<file path="src/rtl/hcbd_pkg.sv">
// ----------------------------------------------------------------------------
// hcbd_pkg
// Types, codes and helpers for the chunked HTTP body decoder.
// ----------------------------------------------------------------------------
package hcbd_pkg;

    // Width of the chunk size accumulator and the data byte counter
    localparam int SIZE_BITS = 32;

    localparam logic [7:0] CH_CR = 8'd13;
    localparam logic [7:0] CH_LF = 8'd10;

    typedef enum logic [3:0] {
        PH_SIZE       = 4'd0,
        PH_SIZE_LINE  = 4'd1,
        PH_DATA       = 4'd2,
        PH_AFTER_DATA = 4'd3,
        PH_TR_BLANK   = 4'd4,
        PH_TR_CR      = 4'd5,
        PH_TR_LINE    = 4'd6,
        PH_DONE       = 4'd7,
        PH_ERROR      = 4'd8
    } phase_t;

    typedef enum logic [1:0] {
        ST_RUN  = 2'd0,
        ST_DONE = 2'd1,
        ST_ERR  = 2'd2
    } status_t;

    typedef struct packed {
        logic [7:0] payload_byte;
        logic       payload_valid;
        logic       chunk_end;
        status_t    status;
    } result_t;

    typedef struct packed {
        logic       is_hex;
        logic [3:0] value;
    } hex_t;

    // Decode one byte as a hex digit, either letter case
    function automatic hex_t hex_decode(input logic [7:0] c);
        hex_t h;
        h.is_hex = 1'b0;
        h.value  = 4'd0;
        if (c >= "0" && c <= "9")
        begin
            h.is_hex = 1'b1;
            h.value  = 4'(c - "0");
        end
        else if (c >= "a" && c <= "f")
        begin
            h.is_hex = 1'b1;
            h.value  = 4'(c - "a" + 8'd10);
        end
        else if (c >= "A" && c <= "F")
        begin
            h.is_hex = 1'b1;
            h.value  = 4'(c - "A" + 8'd10);
        end
        return h;
    endfunction

endpackage

</file>
<file path="src/rtl/http_chunked_body_decoder.sv">
// ----------------------------------------------------------------------------
// http_chunked_body_decoder
// Decodes a chunk-encoded HTTP body one byte per item into payload bytes.
// ----------------------------------------------------------------------------
// Takes one raw body byte per cycle while in_stall is low and returns
// exactly one result item per byte: the byte with a payload mark when it is
// chunk data, a mark on the last data byte of each chunk, and a status of
// running, done or error. Each byte is captured in an input register,
// decoded combinationally against the phase, size and count registers, and
// the result is written to a three-entry output queue. Throughput is one
// byte per cycle while the input is not stalled, and input stalls only when
// the output queue and the input register together hold three items. Once
// done or in error, the block keeps reporting that status for every byte.
// ----------------------------------------------------------------------------
module http_chunked_body_decoder
(
    input  logic                  clk,
    input  logic                  rst_n,
    input  logic                  in_valid,
    output logic                  in_stall,
    input  logic [7:0]            data_byte,
    output logic                  out_valid,
    input  logic                  out_stall,
    output logic [7:0]            payload_byte,
    output logic                  payload_valid,
    output logic                  chunk_end,
    output logic [1:0]            status
);

    localparam int SB    = hcbd_pkg::SIZE_BITS;
    localparam int QUEUE = 3;

    // Input register
    logic                 stage_valid_reg;
    logic [7:0]           stage_byte_reg;

    // Decoder state
    hcbd_pkg::phase_t     phase_reg, phase_next;
    logic [SB-1:0]        size_reg, size_next;
    logic                 seen_reg, seen_next;
    logic [SB-1:0]        remain_reg, remain_next;

    // Output queue
    hcbd_pkg::result_t    queue_reg [QUEUE];
    logic [1:0]           wr_ptr_reg, rd_ptr_reg;
    logic [1:0]           count_reg, count_next;

    hcbd_pkg::result_t    res;
    hcbd_pkg::hex_t       hex;
    logic                 in_accept;
    logic                 push;
    logic                 pop;

    assign in_stall  = ({1'b0, count_reg} + {2'b00, stage_valid_reg}) >= 3'(QUEUE);
    assign in_accept = in_valid && !in_stall;
    assign push      = stage_valid_reg;
    assign out_valid = count_reg != 2'd0;
    assign pop       = out_valid && !out_stall;
    assign hex       = hcbd_pkg::hex_decode(stage_byte_reg);

    always_ff @(posedge clk or negedge rst_n)
    begin
        if (!rst_n)
        begin
            stage_valid_reg <= 1'b0;
        end
        else
        begin
            stage_valid_reg <= in_accept;
        end
    end

    always_ff @(posedge clk)
    begin
        if (in_accept)
        begin
            stage_byte_reg <= data_byte;
        end
    end

    // Next state
    always_comb
    begin
        phase_next  = phase_reg;
        size_next   = size_reg;
        seen_next   = seen_reg;
        remain_next = remain_reg;
        unique case (phase_reg)
            hcbd_pkg::PH_SIZE:
            begin
                if (hex.is_hex)
                begin
                    if (size_reg[SB-1 -: 4] != 4'd0)
                    begin
                        phase_next = hcbd_pkg::PH_ERROR;
                    end
                    else
                    begin
                        size_next = {size_reg[SB-5:0], hex.value};
                        seen_next = 1'b1;
                    end
                end
                else if (!seen_reg)
                begin
                    phase_next = hcbd_pkg::PH_ERROR;
                end
                else if (stage_byte_reg == hcbd_pkg::CH_LF)
                begin
                    remain_next = size_reg;
                    phase_next  = (size_reg == '0) ? hcbd_pkg::PH_TR_BLANK
                                                   : hcbd_pkg::PH_DATA;
                end
                else
                begin
                    phase_next = hcbd_pkg::PH_SIZE_LINE;
                end
            end
            hcbd_pkg::PH_SIZE_LINE:
            begin
                if (stage_byte_reg == hcbd_pkg::CH_LF)
                begin
                    remain_next = size_reg;
                    phase_next  = (size_reg == '0) ? hcbd_pkg::PH_TR_BLANK
                                                   : hcbd_pkg::PH_DATA;
                end
            end
            hcbd_pkg::PH_DATA:
            begin
                if (remain_reg != '0)
                begin
                    remain_next = remain_reg - SB'(1);
                end
                if (remain_reg <= SB'(1))
                begin
                    phase_next = hcbd_pkg::PH_AFTER_DATA;
                end
            end
            hcbd_pkg::PH_AFTER_DATA:
            begin
                if (stage_byte_reg == hcbd_pkg::CH_LF)
                begin
                    size_next  = '0;
                    seen_next  = 1'b0;
                    phase_next = hcbd_pkg::PH_SIZE;
                end
            end
            hcbd_pkg::PH_TR_BLANK, hcbd_pkg::PH_TR_CR, hcbd_pkg::PH_TR_LINE:
            begin
                if (stage_byte_reg == hcbd_pkg::CH_CR)
                begin
                    phase_next = (phase_reg == hcbd_pkg::PH_TR_BLANK)
                                 ? hcbd_pkg::PH_TR_CR : hcbd_pkg::PH_TR_LINE;
                end
                else if (stage_byte_reg == hcbd_pkg::CH_LF)
                begin
                    phase_next = (phase_reg == hcbd_pkg::PH_TR_LINE)
                                 ? hcbd_pkg::PH_TR_BLANK : hcbd_pkg::PH_DONE;
                end
                else
                begin
                    phase_next = hcbd_pkg::PH_TR_LINE;
                end
            end
            hcbd_pkg::PH_DONE:
            begin
                phase_next = hcbd_pkg::PH_DONE;
            end
            default:
            begin
                phase_next = hcbd_pkg::PH_ERROR;
            end
        endcase
    end

    // Result for the byte in the input register
    always_comb
    begin
        res.payload_byte  = 8'd0;
        res.payload_valid = 1'b0;
        res.chunk_end     = 1'b0;
        res.status        = hcbd_pkg::ST_RUN;
        unique case (phase_reg)
            hcbd_pkg::PH_SIZE:
            begin
                if ((hex.is_hex && size_reg[SB-1 -: 4] != 4'd0) ||
                    (!hex.is_hex && !seen_reg))
                begin
                    res.status = hcbd_pkg::ST_ERR;
                end
            end
            hcbd_pkg::PH_SIZE_LINE, hcbd_pkg::PH_AFTER_DATA:
            begin
                res.status = hcbd_pkg::ST_RUN;
            end
            hcbd_pkg::PH_DATA:
            begin
                res.payload_byte  = stage_byte_reg;
                res.payload_valid = 1'b1;
                res.chunk_end     = remain_reg <= SB'(1);
            end
            hcbd_pkg::PH_TR_BLANK, hcbd_pkg::PH_TR_CR, hcbd_pkg::PH_TR_LINE:
            begin
                if (stage_byte_reg == hcbd_pkg::CH_LF &&
                    phase_reg != hcbd_pkg::PH_TR_LINE)
                begin
                    res.status = hcbd_pkg::ST_DONE;
                end
            end
            hcbd_pkg::PH_DONE:
            begin
                res.status = hcbd_pkg::ST_DONE;
            end
            default:
            begin
                res.status = hcbd_pkg::ST_ERR;
            end
        endcase
    end

    always_ff @(posedge clk or negedge rst_n)
    begin
        if (!rst_n)
        begin
            phase_reg  <= hcbd_pkg::PH_SIZE;
            size_reg   <= '0;
            seen_reg   <= 1'b0;
            remain_reg <= '0;
        end
        else if (stage_valid_reg)
        begin
            phase_reg  <= phase_next;
            size_reg   <= size_next;
            seen_reg   <= seen_next;
            remain_reg <= remain_next;
        end
    end

    // Output queue
    always_comb
    begin
        count_next = count_reg;
        if (push && !pop)
        begin
            count_next = count_reg + 2'd1;
        end
        else if (!push && pop)
        begin
            count_next = count_reg - 2'd1;
        end
    end

    always_ff @(posedge clk or negedge rst_n)
    begin
        if (!rst_n)
        begin
            wr_ptr_reg <= 2'd0;
            rd_ptr_reg <= 2'd0;
            count_reg  <= 2'd0;
        end
        else
        begin
            count_reg <= count_next;
            if (push)
            begin
                wr_ptr_reg <= (wr_ptr_reg == 2'(QUEUE - 1)) ? 2'd0 : wr_ptr_reg + 2'd1;
            end
            if (pop)
            begin
                rd_ptr_reg <= (rd_ptr_reg == 2'(QUEUE - 1)) ? 2'd0 : rd_ptr_reg + 2'd1;
            end
        end
    end

    always_ff @(posedge clk)
    begin
        if (push)
        begin
            queue_reg[wr_ptr_reg] <= res;
        end
    end

    assign payload_byte  = queue_reg[rd_ptr_reg].payload_byte;
    assign payload_valid = queue_reg[rd_ptr_reg].payload_valid;
    assign chunk_end     = queue_reg[rd_ptr_reg].chunk_end;
    assign status        = queue_reg[rd_ptr_reg].status;

`ifndef NO_ASSERTIONS
    a_accept_to_stage: assert property (@(posedge clk) disable iff (!rst_n)
        in_accept |=> stage_valid_reg)
        else $error("accepted item did not reach the input register");

    a_no_overrun: assert property (@(posedge clk) disable iff (!rst_n)
        count_reg == 2'(QUEUE) |-> !push || pop)
        else $error("output queue overrun");

    a_data_count: assert property (@(posedge clk) disable iff (!rst_n)
        phase_reg == hcbd_pkg::PH_DATA |-> remain_reg != '0)
        else $error("data phase with no bytes remaining");

    a_done_sticky: assert property (@(posedge clk) disable iff (!rst_n)
        phase_reg == hcbd_pkg::PH_DONE |=> phase_reg == hcbd_pkg::PH_DONE)
        else $error("left the done phase");

    a_end_is_payload: assert property (@(posedge clk) disable iff (!rst_n)
        out_valid && chunk_end |-> payload_valid && status == hcbd_pkg::ST_RUN)
        else $error("chunk end on a non-payload item");
`endif

endmodule

</file>
<file path="config.mk">
export PLATFORM = sky130hd
export DESIGN_NAME = http_chunked_body_decoder
export DESIGN_NICKNAME = d
export VERILOG_FILES = /design/src/rtl/hcbd_pkg.sv /design/src/rtl/http_chunked_body_decoder.sv
export SDC_FILE = /design/constraint.sdc
export NUM_CORES = 1
export LEC_CHECK = 0
export BUFFER_PORTS_ARGS = -buffer_cell sky130_fd_sc_hd__buf_4
export CAP_MARGIN = 30
export CORE_UTILIZATION = 62
export DETAILED_ROUTE_END_ITERATION = 10
export GPL_TIMING_DRIVEN = 0
export PLACE_DENSITY = 0.82
export SYNTH_ARGS = -nofsm -noshare
export SYNTH_HDL_FRONTEND = slang
export SYNTH_SLANG_ARGS = --single-unit
</file>
<file path="constraint.sdc">
create_clock -name clk -period 2.75 [get_ports clk]
set_input_delay 0 -clock clk [delete_from_list [all_inputs] [get_ports clk]]
set_output_delay 0 -clock clk [all_outputs]
set_load 0.02 [all_outputs]
</file>
Word-level counts from Yosys, hierarchy flattened:

Memory sizes are Yosys's and may differ from the RTL's.
Cells that the tools add are included.

* add/sub/neg operators: 11
* magnitude comparators: 8
* equal/unequal tests: 21
* muxes and demuxes: 39
* reductions and logical operators: 30

Operators by type and width (number)
* 2-to-1 mux 32 bit: 7
* one-hot mux 32 bit (3 select lines): 1
* one-hot mux 32 bit (2 select lines): 1
* less-or-equal comparator 32 x 1 -> 1 bit, second input constant: 1
* logical NOT 32 bit: 1
* nonzero test 32 bit: 1
* subtractor 32 x 1 -> 32 bit, second input constant: 1
* 2-to-1 mux 4 bit: 6
* one-hot mux 4 bit (6 select lines): 1
* 2-to-1 mux 2 bit: 9
* equality test 4 x 3 -> 1 bit, second input constant: 4
* equality test 8 x 4 -> 1 bit, second input constant: 2
* greater-or-equal comparator 8 x 7 -> 1 bit, second input constant: 2
* less-or-equal comparator 8 x 7 -> 1 bit, second input constant: 2
* != test 2 bit, second input constant: 8
* 2-to-1 mux 5 bit: 3
* AND reduction 5 bit: 3
* subtractor 4 x 1 -> 4 bit, second input constant: 3
* logical AND 1 bit: 10
* 2-to-1 mux 10 bit: 1
* adder 4 bit, second input constant: 2
* equality test 4 x 2 -> 1 bit, second input constant: 2
* greater-or-equal comparator 8 x 6 -> 1 bit, second input constant: 1
* less-or-equal comparator 8 x 6 -> 1 bit, second input constant: 1
* 19 further kinds: 36

* flip-flop bits (word level): 84
* bits in writable memories: 36
* output and inout port bits: 14
* logic and storage cells: 119
* memories: 1

Memories
* queue_reg: depth 3, width 12, read ports 1, clocked after memory_dff 0, write ports 1, line http_chunked_body_decoder.sv:44 `hcbd_pkg::result_t queue_reg [QUEUE];`

Depth between registers and ports, before layout:

Gate-level depths: netlist of run 1.

* depth in word-level cells: 10
* gate-level depth with buffers: 10
* mapped depth without buffers: 7

Worst setup path before layout of run 1:

No wires, ideal clock.

* kind: register to register
* start point: register stage_byte_reg[0]
* end point: register size_reg[29]
* setup time: 121 ps
* arrival: 2329 ps
* slack: 300 ps
* cell stages (with the launch flop): 9
* buffers on the path: 2
* clock period less this slack: 2450 ps
* cell sequence: edfxtp_1 -> inv_1 -> ha_1 -> or4b_1 -> or2_1 -> or3_1 -> clkbuf_1 -> clkbuf_1 -> a22o_1

* word-level cells in the longest chain between the ends: 7
* elaborated cells on any way between the ends: 16
* classes of those cells: order compare (6); eq/ne (3); mux (3); reduce/logical (4)

Ends and longest elaborated chain
* start: declaration: line http_chunked_body_decoder.sv:35 `logic [7:0] stage_byte_reg;`
* start signal: assignment: line http_chunked_body_decoder.sv:77 `stage_byte_reg <= data_byte;`
* greater-or-equal comparator 8 x 7 -> 1 bit or less-or-equal comparator 8 x 7 -> 1 bit (tied branches): line hcbd_pkg.sv:58 `else if (c >= "A" && c <= "F")`
* logical AND 1 bit: line hcbd_pkg.sv:58
* 2-to-1 mux 5 bit: line hcbd_pkg.sv:58
* 2-to-1 mux 5 bit: line hcbd_pkg.sv:53 `else if (c >= "a" && c <= "f")`
* 2-to-1 mux 5 bit: line hcbd_pkg.sv:48 `if (c >= "0" && c <= "9")`
* != test 2 bit (no line)
* AND reduction 5 bit (no line) (*)
* end signal: assignment: line http_chunked_body_decoder.sv:232 `size_reg <= size_next;`
* end: declaration: line http_chunked_body_decoder.sv:39 `logic [SB-1:0] size_reg, size_next;`

Mark *: on every way between the ends. The rest lies on a longest branch, timed or not.
A chain may end at the register's enable or synchronous reset.

==> out/metrics.cfg, run 1 <==
[outcome]
status=completed

[floorplanning]
die-area_um2=10500
core_um2=9770
pin_count=26
start_util=0.639
die_h_um=102
fp-row-count=36
die_w_um=102

[sta]
setup_viol=0
hold_ws_ps=24.7
layout_min_cycle_time_ps=2700
tightest_slew_ps=929
slew_viol_final=0
hold_viol_final=0
fmax_ghz=0.371
slew_headroom=0.378
skew_ps=10.1
fin_crit_sh=0.981

[power]
p_int_mw=4.39
power_density_nw_per_um2=875
pwr-share-comb=0.291
seqPwrFrac=0.359
p_clk_frac=0.350
ir_drop_v=0.000484
power_mw=6.54
switching_power_mw=2.15
swShare=0.329
leakagePower_nw=3.18

[routing]
vias=5483
first_pass_iters=5
finalWirelength_um=16500
drt.antenna.violating_nets=0
vias_per_cell=6.60
drc_errors=0
wl_per_cell_um=19.8
drtIter0Drc=613

[synth]
ys_top_cells_by_count=nand2_1, dfrtp_1, nor2_1, edfxtp_1, nand3_1
syn_avg_cell_area_um2=10.1
yosysMostFrequentCell=nand2_1
synth-main-ff-cell=dfrtp_1
synthArstFlopShare=0.633
ys_seq_area_frac=0.516
synth_enable_flop_cells=44
yosys.area.top_type=dfrtp_1
synth_top_area_frac=0.304
synth.distinct_cells=78
synthTopCellsByArea=dfrtp_1, edfxtp_1, nand2_1
syn_inst=621
synth_nets=644
yosys_register_bits=120
syn_area_um2=6250
yosys_warnings=0

[cells_and_area]
largest_reg_flops=36
fill_cells=644
final_util=0.765
final_cells=831
regArea_um2=3220
nets=708
num_antenna_cells=0
multi_input_area_um2=2800
synthToLayoutAreaGrowth_pct=19.7
drive_above_1_share=0.156

[setup_path]
path_class=flip-flop to flip-flop
cp.required_ps=3120
crit_path_end_kind=flip-flop
critPathMaxFanout=12
rrSetupSlack_ps=50
cp.arrival_ps=3070
cp-start-kind=flip-flop

[placement]
port_buffers=25
dp.cells=782
gp_congestion=0.904
place_hpwl_um=11000

[run]
drv_cap=0

[cts]
cts_tree=yes
cts-root-buf=clkbuf_8
cts_buffer_depth=2
numClockSinks=120
h-tree-depth=4
path_clk_slew_ps=60
numCtsBuffers=17
clkLatencyLatePin_ps=530

[grt]
grt_pass1_vias=5115
grt_pass1_wl_um=25800
antenna_found_initial=0
grt-ovfl-total=0
track_usage=0.333
grt_start_max_net_pins=77

[hold_path]
hold_class=input pin to asynchronous set/reset pin

[area by class of cell]
class / instances / area share
Buffer: 46 / 0.0320
Multi-Input combinational cell: 444 / 0.374
Clock inverter: 13 / 0.0238
Inverter: 11 / 0.00552
Clock buffer: 19 / 0.0578
Sequential cell: 120 / 0.431
Tap cell: 133 / 0.0223
Timing Repair Buffer: 45 / 0.0531
[worst max-delay path: stages, from the launching register on]
cell,delay [ps]
dfrtp_1,350
clkbuf_1,200
nor2_1,160
nand3_1,240
inv_2,160
clkbuf_1,430
clkbuf_1,590
and4_2,400
[layer usage]
metal	vias up	routed length [um]	track usage
li1	2444	-	-
met1	2680	6890	0.466
met2	304	7520	0.505
met3	55	1600	0.0650
met4	0	477	0.154
met5	-	0	0
[power groups by stage]
| stage | sequential, mW | combinational (mW) | clock, mW |
|---|---|---|---|
| floorplan | 2.30 | 1.23 | 0 |
| global placement | 2.34 | 1.71 | 0 |
| detailed placement | 2.37 | 1.81 | 0 |
| CTS | 2.34 | 1.84 | 2.29 |
| global route | 2.37 | 2.07 | 2.38 |
| finish | 2.35 | 1.90 | 2.29 |
[final timing paths]
kind,start,cells past startpoint,endpoint
max,phase_reg[2],7,queue_reg[1][2]
min,rst_n,3,remain_reg[11]
max reg2reg,phase_reg[2],7,queue_reg[1][2]
min reg2reg,remain_reg[25],2,remain_reg[25]
max in group asynchronous,rst_n,3,remain_reg[22]
min in group clk,data_byte[2],2,stage_byte_reg[2]
[cells in the final DEF, fill, tap and decap left out, drive strengths merged, types with 13 or more instances in the layout]
cell,n
clkbuf,51
a21oi,17
edfxtp,44
nor2,48
dfrtp,76
mux2i,13
o21ai,35
nand3,33
nand2,82
buf,48
nor3,30
nor4,19
[cell families after synthesis]
kind of cell               after synthesis  share of synthesized area
and+or+nand+nor                        265                      0.221
AOI/OAI and AO/OA                      148                      0.166
DFF                                    120                      0.516
buffers and inverters                   57                     0.0435
muxes                                   17                     0.0280
adders and majority gates               11                     0.0220
xor gates and xnor gates                 3                    0.00421
[stage by stage]
stage	setup TNS, ps	instance area, um^2	setup WS, ps
floorplan	0	6250	300
global placement	-210	6600	-89.8
detailed placement	-2810	6640	-224
CTS	-23.5	7390	-11.9
global route	-91.9	7470	-26.8
finish	0	7470	52.4
[what timing repair did]
| item | 4_1_cts | 5_1_grt |
|---|---|---|
| hold endpoints to repair | 87 | 0 |
| hold buffers | 11 | 0 |
| gates cloned | 0 | 0 |
| pin swaps | 1 | 1 |
| setup endpoints to repair | 38 | 64 |
| resized for setup | 4 | 14 |
| buffers inserted | 2 | 3 |
Note: power is estimated with default switching activity, not from simulation.
==> run 2: changes to the inputs <==
BUFFER_PORTS_ARGS = unset   (was -buffer_cell sky130_fd_sc_hd__buf_4)
CORE_UTILIZATION = 64   (was 62)
DONT_BUFFER_PORTS = 1   (was unset)
==> run 2 against run 1 <==
Against the previous run:
- global-route usage grew 2.4 points
- cell count down 3.5%
- clock skew fell by 1.1 ps
- critical path type unchanged
- highest routed layer unchanged
==> out/metrics.cfg, run 2 (synthesis gave the netlist of run 1 again) <==
[setup_path]
path_class=flip-flop to flip-flop
crit_path_end_kind=flip-flop
critPathMaxFanout=6  ; -6
cp.arrival_ps=3060  ; about the same
cp-start-kind=flip-flop
regToRegEndpoint=phase_reg[1]
rr_worst_depth=6  ; -1
crit_start=remain_reg[11]
rrSetupSlack_ps=90  ; +30 ps
cp.required_ps=3140  ; +20 ps
crit_end=phase_reg[1]
r2r_start=remain_reg[11]

[cells_and_area]
final_util=0.776  ; +0.0110
final_area_um2=7230  ; -3.2%
layout_common_cells=nand2_1, dfrtp_1, nor2_1, edfxtp_1, nand3_1
final_cells=802  ; -3.5%
largest_reg_flops=36  ; unchanged
synthToLayoutAreaGrowth_pct=15.8
final_common_cell=nand2_1
drive_above_1_share=0.119  ; -0.0373
num_antenna_cells=0  ; unchanged
nets=683  ; -3.5%

[power]
pwr-share-comb=0.276  ; -0.015
seqPwrFrac=0.381  ; +0.022
leakagePower_nw=3.04  ; -4.2%
p_int_mw=4.08  ; -7.0%
ir_drop_v=0.000595  ; +23%
swShare=0.338  ; +0.00889
switching_power_mw=2.09  ; -3.2%
power_density_nw_per_um2=852  ; -2.6%
p_clk_frac=0.343  ; -0.007
power_mw=6.17  ; -5.7%

[floorplanning]
pin_count=26  ; unchanged
die_w_um=101  ; -1.5%
core_um2=9330  ; -4.6%
die-area_um2=10200  ; -3.1%
die_h_um=101  ; -1.5%
start_util=0.670  ; +0.0306
fp-row-count=35  ; -2.8%

[cts]
path_clk_slew_ps=60  ; about the same
cts-root-buf=clkbuf_8
numCtsBuffers=17  ; unchanged
cts_tree=yes
clkLatencyLatePin_ps=520  ; about the same
h-tree-depth=4  ; unchanged
numClockSinks=120  ; unchanged
cts_buffer_depth=2  ; unchanged

[sta]
setup_viol=0  ; unchanged
fmax_ghz=0.376  ; +1.3%
slew_viol_final=0  ; unchanged
hold_viol_final=0  ; unchanged
skew_ps=8.99  ; -1.14 ps
slew_headroom=0.356  ; -0.0224
tightest_slew_ps=963  ; +33.4 ps
hold_ws_ps=48.8  ; +24.2 ps
setup_tns_ps=0  ; unchanged
worst_slack_ps=87.2  ; +34.8 ps
layout_min_cycle_time_ps=2660  ; -34.8 ps
fin_crit_sh=0.968  ; -0.0126

[routing]
drc_errors=0  ; unchanged
wl_per_cell_um=20.6  ; +4.1%
drt.antenna.violating_nets=0  ; unchanged
finalWirelength_um=16600  ; +0.45%
drtIter0Drc=615  ; +0.33%
vias_per_cell=6.59  ; about the same
vias=5287  ; -3.6%
top_layer=met4
drt-met1-wl_um=6860  ; -0.38%
first_pass_iters=6  ; +1
wl_met2_um=7640  ; +1.6%
route.met3.wl_um=1640  ; +2.2%

[hold_path]
hold_class=input pin to asynchronous set/reset pin

[grt]
grt_pass1_vias=5157  ; +0.82%
grt-ovfl-total=0  ; unchanged
grt_start_max_net_pins=77  ; unchanged
track_usage=0.357  ; +0.0236
antenna_found_initial=0  ; unchanged
grt_pass1_wl_um=27000  ; +4.5%

[placement]
place_hpwl_um=11000  ; +0.28%
postPlaceCellArea_um2=6450  ; -2.9%
dp.cells=753  ; -3.7%
port_buffers=0  ; -100%
pre_cts_slack_ps=-226  ; -1.81 ps
gp_congestion=0.936  ; +3.5%

[run]
drv_cap=0  ; unchanged

[outcome]
status=completed

run 2: cell types whose count changed in the layout (fill, tap and decap cells not counted), sizes merged:
cell	delta
clkbuf	+6
bufinv	-3
clkinv	-1
clkinvlp	-3
buf	-24
run 2: how the worst min path moves through the flow:
stage          start        endpoint  slack (ps)  depth (start not counted)
2_1_floorplan  rst_n    count_reg[0]        -300                          0
3_3_place_gp   rst_n  remain_reg[10]        -290                          0
5_1_grt        rst_n   remain_reg[8]          90                          2
3_5_place_dp   rst_n  remain_reg[10]        -290                          0
4_1_cts        rst_n  remain_reg[11]          60                          2
6_report       rst_n  remain_reg[10]          50                          2
run 2: worst max-delay path, stage by stage, from the launching register on:
cell	delay, ps
dfrtp_1	410
or4_1	530
buf_6	160
nor4b_4	380
nand4_1	200
a221oi_2	480
mux2_1	370
run 2: cell type report:
| cell class | instances | area (um^2) |
|---|---|---|
| flip-flops and latches | 120 | 3220 |
| multi-input cells | 444 | 2790 |
| fillers | 601 | 2090 |
| clock buffers | 26 | 510 |
| plain buffers | 46 | 236 |
| repair buffers | 20 | 209 |
| well taps | 129 | 161 |
| clock inverters | 6 | 61.3 |
| inverters | 11 | 41.3 |
run 2: routing by layer:
metal | track usage | up-vias
li1 | - | 2402
met5 | 0 | -
met1 | 0.497 | 2548
met2 | 0.536 | 281
met4 | 0.148 | 0
met3 | 0.0922 | 56
run 2: power by group through the flow:
| stage | clock, mW | combinational [mW] | sequential [mW] |
|---|---|---|---|
| finish | 2.11 | 1.71 | 2.35 |
| detailed placement | 0 | 1.58 | 2.37 |
| CTS | 2.13 | 1.66 | 2.34 |
| global placement | 0 | 1.50 | 2.35 |
| floorplan | 0 | 1.23 | 2.30 |
| global route | 2.21 | 1.87 | 2.38 |
run 2: timing repair:
action,4_1_cts,5_1_grt
hold buffers,12,0
endpoints found under the setup margin,62,62
endpoints found under the hold margin,96,0
resized for setup,2,14
pin swaps,1,1
setup buffers,3,2
